File: config.mk
export PLATFORM = sky130hd
export DESIGN_NAME = coap_option_integer_extract
export DESIGN_NICKNAME = d
export VERILOG_FILES = /design/src/sv/coapie_pkg.sv /design/src/sv/coap_option_integer_extract.sv
export VERILOG_INCLUDE_DIRS = /design/src /design/src/sv
export SDC_FILE = /design/constraint.sdc
export NUM_CORES = 1
export LEC_CHECK = 0
export BUFFER_PORTS_ARGS = -buffer_cell sky130_fd_sc_hd__buf_2
export CORE_MARGIN = 2
export CORE_UTILIZATION = 35
export CTS_CLUSTER_DIAMETER = 50
export DETAILED_ROUTE_END_ITERATION = 6
export PLACE_DENSITY_LB_ADDON = 0.08
export SYNTH_ARGS = -nofsm -noshare
export SYNTH_HDL_FRONTEND = slang
export SYNTH_SLANG_ARGS = --single-unit
export TNS_END_PERCENT = 1
File: constraint.sdc
create_clock -name clk -period 12.4 [get_ports clk]
set_input_delay 1.86 -clock clk [delete_from_list [all_inputs] [get_ports clk]]
set_output_delay 1.86 -clock clk [all_outputs]
set_load 0.02 [all_outputs]
File: src/sv/coap_option_integer_extract_assert.svh
// Assertion macros for the CoAP option integer extractor.
// Used by coap_option_integer_extract.sv; expects clk and rst_n in scope.
`ifndef COAP_OPTION_INTEGER_EXTRACT_ASSERT_SVH
`define COAP_OPTION_INTEGER_EXTRACT_ASSERT_SVH

// Same-cycle implication, checked out of reset
`define COIE_ASSERT_NOW(label, ante, cons, msg) \
  label: assert property (@(posedge clk) disable iff (!rst_n) (ante) |-> (cons)) \
    else $error(msg);

// Next-cycle implication, checked out of reset
`define COIE_ASSERT_NEXT(label, ante, cons, msg) \
  label: assert property (@(posedge clk) disable iff (!rst_n) (ante) |=> (cons)) \
    else $error(msg);

`endif

File: src/sv/coapie_pkg.sv
// Package for the CoAP option integer extractor: parse phases and header constants.
// No dependencies.
`timescale 1ns / 1ps
`default_nettype none

package coapie_pkg;

  // Parser phase within the option list
  typedef enum logic [2:0] {
    PH_HDR    = 3'd0,
    PH_DEXT_A = 3'd1,
    PH_DEXT_B = 3'd2,
    PH_LEXT_A = 3'd3,
    PH_LEXT_B = 3'd4,
    PH_VALUE  = 3'd5,
    PH_SKIP   = 3'd6
  } phase_t;

  // Nibble codes and extension offsets
  localparam logic [3:0]  EXT_ONE    = 4'd13;
  localparam logic [3:0]  EXT_TWO    = 4'd14;
  localparam logic [3:0]  EXT_END    = 4'd15;
  localparam logic [15:0] OFFSET_ONE = 16'd13;
  localparam logic [15:0] OFFSET_TWO = 16'd269;
  localparam logic [15:0] SHORT_MAX  = 16'd4;

endpackage

`default_nettype wire

File: src/sv/coap_option_integer_extract.sv
// CoAP option integer extractor: byte-stream option walker with registered result.
// Depends on coapie_pkg and coap_option_integer_extract_assert.svh.
//
// Usage:
//   in_*  : one packet byte per transaction. in_tuser flags fixed header and
//           token bytes, which the parser skips. in_tlast marks the final byte.
//   out_* : exactly one transaction per packet, issued after its last byte:
//           out_tuser = found, out_tdata = option value (0 when not found or
//           when the option length is not 1 to 4 bytes).
//   cfg_* : cfg_we writes cfg_wdata into the target option number; write it
//           only while no packet is in flight.
// Result: out_* is registered and shows the result in the cycle after the last byte is taken.
// Throughput: one byte per cycle while in_tready is high; each byte passes through a single
// phase update (one extension add and one option number add/compare).
// Stall: while a result waits and out_tready is low, in_tready is low, so
// the input holds until the pending result is taken; with out_tready high
// a byte can be taken in every cycle.
// Reset: parser returns to expecting an option header, option number zero,
// no result pending, target option zero. Parser state also clears after
// every packet; the target option keeps its value.
`timescale 1ns / 1ps
`default_nettype none

`include "coap_option_integer_extract_assert.svh"

module coap_option_integer_extract (
  input  wire logic        clk,
  input  wire logic        rst_n,
  // configuration
  input  wire logic        cfg_we,
  input  wire logic [15:0] cfg_wdata,   // target_option
  // packet byte stream
  input  wire logic        in_tvalid,
  output logic             in_tready,
  input  wire logic [7:0]  in_tdata,    // [7:0] packet_byte
  input  wire logic        in_tuser,    // [0] skip_byte
  input  wire logic        in_tlast,    // last_byte
  // result stream
  output logic             out_tvalid,
  input  wire logic        out_tready,
  output logic [31:0]      out_tdata,   // [31:0] option_value
  output logic             out_tuser    // [0] found
);

  // Parser state
  coapie_pkg::phase_t phase_r, phase_nxt;
  logic [15:0] target_r;
  logic [15:0] option_number_r, option_number_nxt;
  logic [7:0]  nibbles_r, nibbles_nxt;
  logic [15:0] pending_delta_r, pending_delta_nxt;
  logic [7:0]  ext_high_r, ext_high_nxt;
  logic [15:0] bytes_left_r, bytes_left_nxt;
  logic        value_short_r, value_short_nxt;
  logic [31:0] acc_r, acc_nxt;
  logic        stopped_r, stopped_nxt;
  logic        hit_r, hit_nxt;

  // Result register
  logic        out_valid_r, out_valid_nxt;
  logic [31:0] out_value_r, out_value_nxt;
  logic        out_found_r, out_found_nxt;

  logic in_accept;
  logic parse_en;
  logic        pkt_hit;
  logic [31:0] pkt_value;

  assign in_accept = in_tvalid && in_tready;
  assign parse_en  = in_accept && !in_tuser && !stopped_r;

  // Next-state logic of the option parser
  always_comb begin
    logic [3:0]  dn;
    logic [3:0]  ln;
    logic [15:0] delta_val;
    logic [15:0] len_val;
    logic [15:0] bl_dec;
    logic [16:0] sum;
    logic        delta_fin;
    logic        hdr_fin;

    phase_nxt         = phase_r;
    option_number_nxt = option_number_r;
    nibbles_nxt       = nibbles_r;
    pending_delta_nxt = pending_delta_r;
    ext_high_nxt      = ext_high_r;
    bytes_left_nxt    = bytes_left_r;
    value_short_nxt   = value_short_r;
    acc_nxt           = acc_r;
    stopped_nxt       = stopped_r;
    hit_nxt           = hit_r;

    dn        = nibbles_r[7:4];
    delta_val = pending_delta_r;
    len_val   = 16'd0;
    bl_dec    = bytes_left_r - 16'd1;
    delta_fin = 1'b0;
    hdr_fin   = 1'b0;

    if (parse_en) begin
      case (phase_r)
        coapie_pkg::PH_HDR: begin
          nibbles_nxt = in_tdata;
          if (in_tdata[7:4] == coapie_pkg::EXT_END) begin
            stopped_nxt = 1'b1;
          end else if (in_tdata[7:4] == coapie_pkg::EXT_ONE ||
                       in_tdata[7:4] == coapie_pkg::EXT_TWO) begin
            phase_nxt = coapie_pkg::PH_DEXT_A;
          end else begin
            delta_val = {12'd0, in_tdata[7:4]};
            delta_fin = 1'b1;
          end
        end
        coapie_pkg::PH_DEXT_A: begin
          if (dn == coapie_pkg::EXT_ONE) begin
            delta_val = {8'd0, in_tdata} + coapie_pkg::OFFSET_ONE;
            delta_fin = 1'b1;
          end else begin
            ext_high_nxt = in_tdata;
            phase_nxt    = coapie_pkg::PH_DEXT_B;
          end
        end
        coapie_pkg::PH_DEXT_B: begin
          delta_val = {ext_high_r, in_tdata} + coapie_pkg::OFFSET_TWO;
          delta_fin = 1'b1;
        end
        coapie_pkg::PH_LEXT_A: begin
          if (nibbles_r[3:0] == coapie_pkg::EXT_ONE) begin
            len_val = {8'd0, in_tdata} + coapie_pkg::OFFSET_ONE;
            hdr_fin = 1'b1;
          end else begin
            ext_high_nxt = in_tdata;
            phase_nxt    = coapie_pkg::PH_LEXT_B;
          end
        end
        coapie_pkg::PH_LEXT_B: begin
          len_val = {ext_high_r, in_tdata} + coapie_pkg::OFFSET_TWO;
          hdr_fin = 1'b1;
        end
        coapie_pkg::PH_VALUE: begin
          // shift in value bytes big-endian; long values read as zero
          if (value_short_r) begin
            acc_nxt = {acc_r[23:0], in_tdata};
          end
          bytes_left_nxt = bl_dec;
          if (bl_dec == 16'd0) begin
            hit_nxt     = 1'b1;
            stopped_nxt = 1'b1;
            if (!value_short_r) begin
              acc_nxt = 32'd0;
            end
          end
        end
        coapie_pkg::PH_SKIP: begin
          bytes_left_nxt = bl_dec;
          if (bl_dec == 16'd0) begin
            phase_nxt = coapie_pkg::PH_HDR;
          end
        end
        default: begin
          phase_nxt = coapie_pkg::PH_HDR;
        end
      endcase
    end

    // Delta complete: inspect the length nibble
    ln = nibbles_nxt[3:0];
    if (delta_fin) begin
      pending_delta_nxt = delta_val;
      if (ln == coapie_pkg::EXT_END) begin
        stopped_nxt = 1'b1;
      end else if (ln == coapie_pkg::EXT_ONE || ln == coapie_pkg::EXT_TWO) begin
        phase_nxt = coapie_pkg::PH_LEXT_A;
      end else begin
        len_val = {12'd0, ln};
        hdr_fin = 1'b1;
      end
    end

    // Header complete: compare unwrapped option number with the target
    sum = {1'b0, option_number_r} + {1'b0, delta_val};
    if (hdr_fin) begin
      if (sum == {1'b0, target_r}) begin
        acc_nxt = 32'd0;
        if (len_val == 16'd0) begin
          hit_nxt     = 1'b1;
          stopped_nxt = 1'b1;
        end else begin
          phase_nxt       = coapie_pkg::PH_VALUE;
          bytes_left_nxt  = len_val;
          value_short_nxt = (len_val <= coapie_pkg::SHORT_MAX);
        end
      end else begin
        option_number_nxt = sum[15:0];
        bytes_left_nxt    = len_val;
        phase_nxt = (len_val == 16'd0) ? coapie_pkg::PH_HDR : coapie_pkg::PH_SKIP;
      end
    end

    // Hold the packet outcome ahead of the end-of-packet clear
    pkt_hit   = hit_nxt;
    pkt_value = acc_nxt;

    // End of packet: return to the reset state
    if (in_accept && in_tlast) begin
      phase_nxt         = coapie_pkg::PH_HDR;
      option_number_nxt = 16'd0;
      nibbles_nxt       = 8'd0;
      pending_delta_nxt = 16'd0;
      ext_high_nxt      = 8'd0;
      bytes_left_nxt    = 16'd0;
      value_short_nxt   = 1'b0;
      acc_nxt           = 32'd0;
      stopped_nxt       = 1'b0;
      hit_nxt           = 1'b0;
    end
  end

  // Handshake and result register next values
  always_comb begin
    in_tready     = !out_valid_r || out_tready;
    out_valid_nxt = out_valid_r && !out_tready;
    out_found_nxt = out_found_r;
    out_value_nxt = out_value_r;
    if (in_accept && in_tlast) begin
      out_valid_nxt = 1'b1;
      out_found_nxt = pkt_hit;
      out_value_nxt = pkt_hit ? pkt_value : 32'd0;
    end
  end

  assign out_tvalid = out_valid_r;
  assign out_tdata  = out_value_r;
  assign out_tuser  = out_found_r;

  // Hold target option; write on cfg_we
  always_ff @(posedge clk) begin
    if (!rst_n) begin
      target_r <= 16'd0;
    end else if (cfg_we) begin
      target_r <= cfg_wdata;
    end
  end

  // Advance parser and result control state
  always_ff @(posedge clk) begin
    if (!rst_n) begin
      phase_r         <= coapie_pkg::PH_HDR;
      option_number_r <= 16'd0;
      nibbles_r       <= 8'd0;
      pending_delta_r <= 16'd0;
      ext_high_r      <= 8'd0;
      bytes_left_r    <= 16'd0;
      value_short_r   <= 1'b0;
      acc_r           <= 32'd0;
      stopped_r       <= 1'b0;
      hit_r           <= 1'b0;
      out_valid_r     <= 1'b0;
    end else begin
      phase_r         <= phase_nxt;
      option_number_r <= option_number_nxt;
      nibbles_r       <= nibbles_nxt;
      pending_delta_r <= pending_delta_nxt;
      ext_high_r      <= ext_high_nxt;
      bytes_left_r    <= bytes_left_nxt;
      value_short_r   <= value_short_nxt;
      acc_r           <= acc_nxt;
      stopped_r       <= stopped_nxt;
      hit_r           <= hit_nxt;
      out_valid_r     <= out_valid_nxt;
    end
  end

  // Result payload
  always_ff @(posedge clk) begin
    out_found_r <= out_found_nxt;
    out_value_r <= out_value_nxt;
  end

  // Checks on parser and result behavior
  `COIE_ASSERT_NOW(a_miss_zero, out_tvalid && !out_tuser, out_tdata == 32'd0, "miss with nonzero value")
  `COIE_ASSERT_NEXT(a_last_gives_result, in_tvalid && in_tready && in_tlast, out_tvalid, "no result after last byte")
  `COIE_ASSERT_NEXT(a_last_clears, in_tvalid && in_tready && in_tlast, phase_r == coapie_pkg::PH_HDR && !stopped_r && !hit_r && option_number_r == 16'd0, "parser not cleared after packet")
  `COIE_ASSERT_NOW(a_hit_stops, hit_r, stopped_r, "hit without stop")
  `COIE_ASSERT_NOW(a_value_count, !stopped_r && (phase_r == coapie_pkg::PH_VALUE || phase_r == coapie_pkg::PH_SKIP), bytes_left_r != 16'd0, "value or skip phase with no bytes left")

endmodule

`default_nettype wire
==> out/results.txt <==
Top-count cell post-synth - nor2_1
Clock root cell - clkbuf_16
I/O pin total - 66
H-tree Lvls - 4
Critical path type - primary input to register
Syn-to-layout area delta - 14.27%
Post-DP HPWL - 16280 um
Power per cell area - 142.7 nW/um2
Pleak - 0.003331 uW
Hold Buf Count CTS - 0
Non-Filler Instances - 1222
Startpoint types - primary input
CP required - 12.53 ns
Grt ovf - 0
Post-Syn Area per Cell - 8.933 um2
Core Region - 22500 um2
Placed cell areas - 8491 um2
Sw Share - 32.53%
Hold WS - 0.4822 ns
Layout cell share with drive strength beyond 1 - 13.77%
Vias in the first global route - 6260
Yosys warning total - 0
Comb power frac - 18.0%
Top-area cell type share of the netlist area - 29.93%
Die W - 154.8 um
Crit share post-route - 61.98%
Synth area leaders - dfxtp_1 (30%), edfxtp_1 (12%), nor2_1 (5.7%), xnor2_1 (4.2%), mux2i_1 (4.0%)
Post-Layout Inst Area - 9095 um2
WL per Instance - 18.45 um
Post-Synthesis Cells - 891
Clock Skews - 0.01370 ns
Synthesis-stage register bit count - 152
Initial Util - 35.37%
Post-placement cell count - 1190
Leading area contributor after synthesis - dfxtp_1
Placer Congestion - 0.9011
Vias/cell - 5.450
Iteration count of the initial detailed-routing pass - 5
Status - completed
Share of total power in the clock network - 40.2%
FFs w/ async S/R, synth - 0%
# diodes - 0
Worst-path clk slew - 0.07 ns
Die Ht - 154.8 um
Fill cells - 2318
Largest net degree at the start of global routing - 36
Maximum vdd ir drop - 0.06327 mV
Synth Net Count - 942
CTS tree - done
Global-route wire length before repair - 35510 um
Setup crit end kind - register
Mapped cell area - 7959 um2
Port bufs - 65
Proportion of synthesized chip area in sequential cells - 42.38%
Vias - 6660
Register area - 3373 um2
Final nets - 975
Post-CTS Setup Inserts - 0
Hold Crit Class - register to register
Final hold vios - 0
GRT Util Overall - 19.04%
RSZ-0062 raised after global routing - false
CP max FO - 32
FP Rows - 55
Antenna-violating nets left - 0
Die Area - 23960 um2
Pint - 875.4 uW
EDFF count, synth - 33
Seq pwr share - 41.7%
Ys flop type - dfxtp_1
Setup violators final - 0
CP Data Arrival Time - 7.82 ns
Initial antenna violation count - 0
Setup tns final - 0 ns
Max Slew Vio Count - 0
Post-synth top cells - nor2_1 (120), dfxtp_1 (119), nand2_1 (52), a21oi_1 (48), o21ai_0 (45)
DR iter-0 viols - 479
Sinks on Clock Net - 152
Clk buf depth - 2
Total routed wirelength - 22540 um
Crit path time final - 7.686 ns
CTS Buf Count - 17
Fmax - 0.1301 GHz
Multi-input logic area - 4312 um2
Post-CTS sizing - 0
Number of violations of the max-capacitance limit - 0
Net Switching - 422.0 uW
Worst Tran Pin Value - 1.052 ns
Clk_lat worst skew - 0.43 ns
DRC - 0
Slew headroom - 29.84%
Synth cell types - 74
[final cells by class]
type	instances	share of cell area, %
Clock buffer	17	4.677
Clock inverter	15	1.967
Inverter	11	0.4540
Multi-Input combinational cell	666	47.41
Sequential cell	152	37.09
Tap cell	285	3.921
Timing Repair Buffer	76	4.485
[cell families after synthesis]
group / Yosys count / synth area share (%)
AND/OR/NAND/NOR: 331 / 20.44
AO/OA/AOI/OAI: 226 / 19.24
flip-flops: 152 / 42.38
buffers and inverters: 73 / 3.694
XOR/XNOR: 57 / 6.980
multiplexers: 32 / 4.025
adder cells (fa/ha/maj): 20 / 3.239
[state kept, by name, indices dropped and copies added, names as in the netlist]
register / cells
acc_r: 32
stopped_r: 1
phase_r: 3
hit_r: 1
target_r: 16
bytes_left_r: 16
out_tuser: 1
value_short_r: 1
out_tvalid: 1
pending_delta_r: 16
out_tdata: 32
ext_high_r: 8
option_number_r: 16
nibbles_r: 8
[per-stage QoR]
| step | total power (uW) | worst slack [ns] | utilization, % |
|---|---|---|---|
| after floorplan | 716.7 | 5.668 | - |
| after global placement | 786.1 | 4.342 | 37.73 |
| after detailed placement | 784.8 | 4.208 | 37.73 |
| after CTS | 1312 | 4.643 | 40.42 |
| after global routing | 1360 | 4.134 | 40.42 |
| final | 1297 | 4.714 | 40.42 |
[layer usage]
metal	vias up	global-route usage, %	wire (um)
met5	-	0	0
met4	0	6.922	469
met3	29	3.474	881
met2	156	30.48	10730
met1	3160	25.75	10470
li1	3315	-	-
[critical path, stage by stage]
cell,delay (ns)
buf_2,0.13
nor4b_1,0.35
and3_1,0.39
o211ai_1,0.33
buf_4,0.31
a22oi_1,0.35
inv_1,0.08
ha_1,0.28
a211oi_1,0.50
o21ai_2,0.20
a31oi_1,0.61
o21ai_0,0.30
xnor3_1,0.23
or2_2,0.32
nor4_2,0.27
buf_4,0.30
a21o_1,0.85
nor2_1,0.15
[layout by cell type (no fill, tap or decap), types with 15 or more instances in the layout]
cell and instances:
nor3_1 18, mux2i_1 32, edfxtp_1 33, dfxtp_1 119, a22oi_1 35, and2_1 18, clkbuf_16 17, o21ai_0 45
ha_1 19, nor2_1 120, nand3_1 26, a21oi_1 48, xnor2_1 38, nand2_1 52, nor2b_1 26, xor2_1 15
buf_2 65
[worst paths after layout]
| check | slack (ns) | startpoint | depth (start not counted) | end |
|---|---|---|---|---|
| max | 4.71 | in_tuser | 18 | out_tdata[13]$_SDFFCE_PN0P_ |
| min | 0.48 | option_number_r[5]$_SDFFE_PP0P_ | 2 | option_number_r[5]$_SDFFE_PP0P_ |
| max reg2reg | 5.66 | phase_r[0]$_SDFF_PP0_ | 17 | out_tdata[13]$_SDFFCE_PN0P_ |
| min reg2reg | 0.48 | option_number_r[5]$_SDFFE_PP0P_ | 2 | option_number_r[5]$_SDFFE_PP0P_ |
[power by group through the flow]
stage	registers (uW)	logic, uW	clock network [uW]
after global placement	553	233	0
after global routing	544	257	559
after CTS	541	233	537
final	542	234	522
after detailed placement	553	232	0
after floorplan	548	169	0
Note: power is estimated with default switching activity, not from simulation.
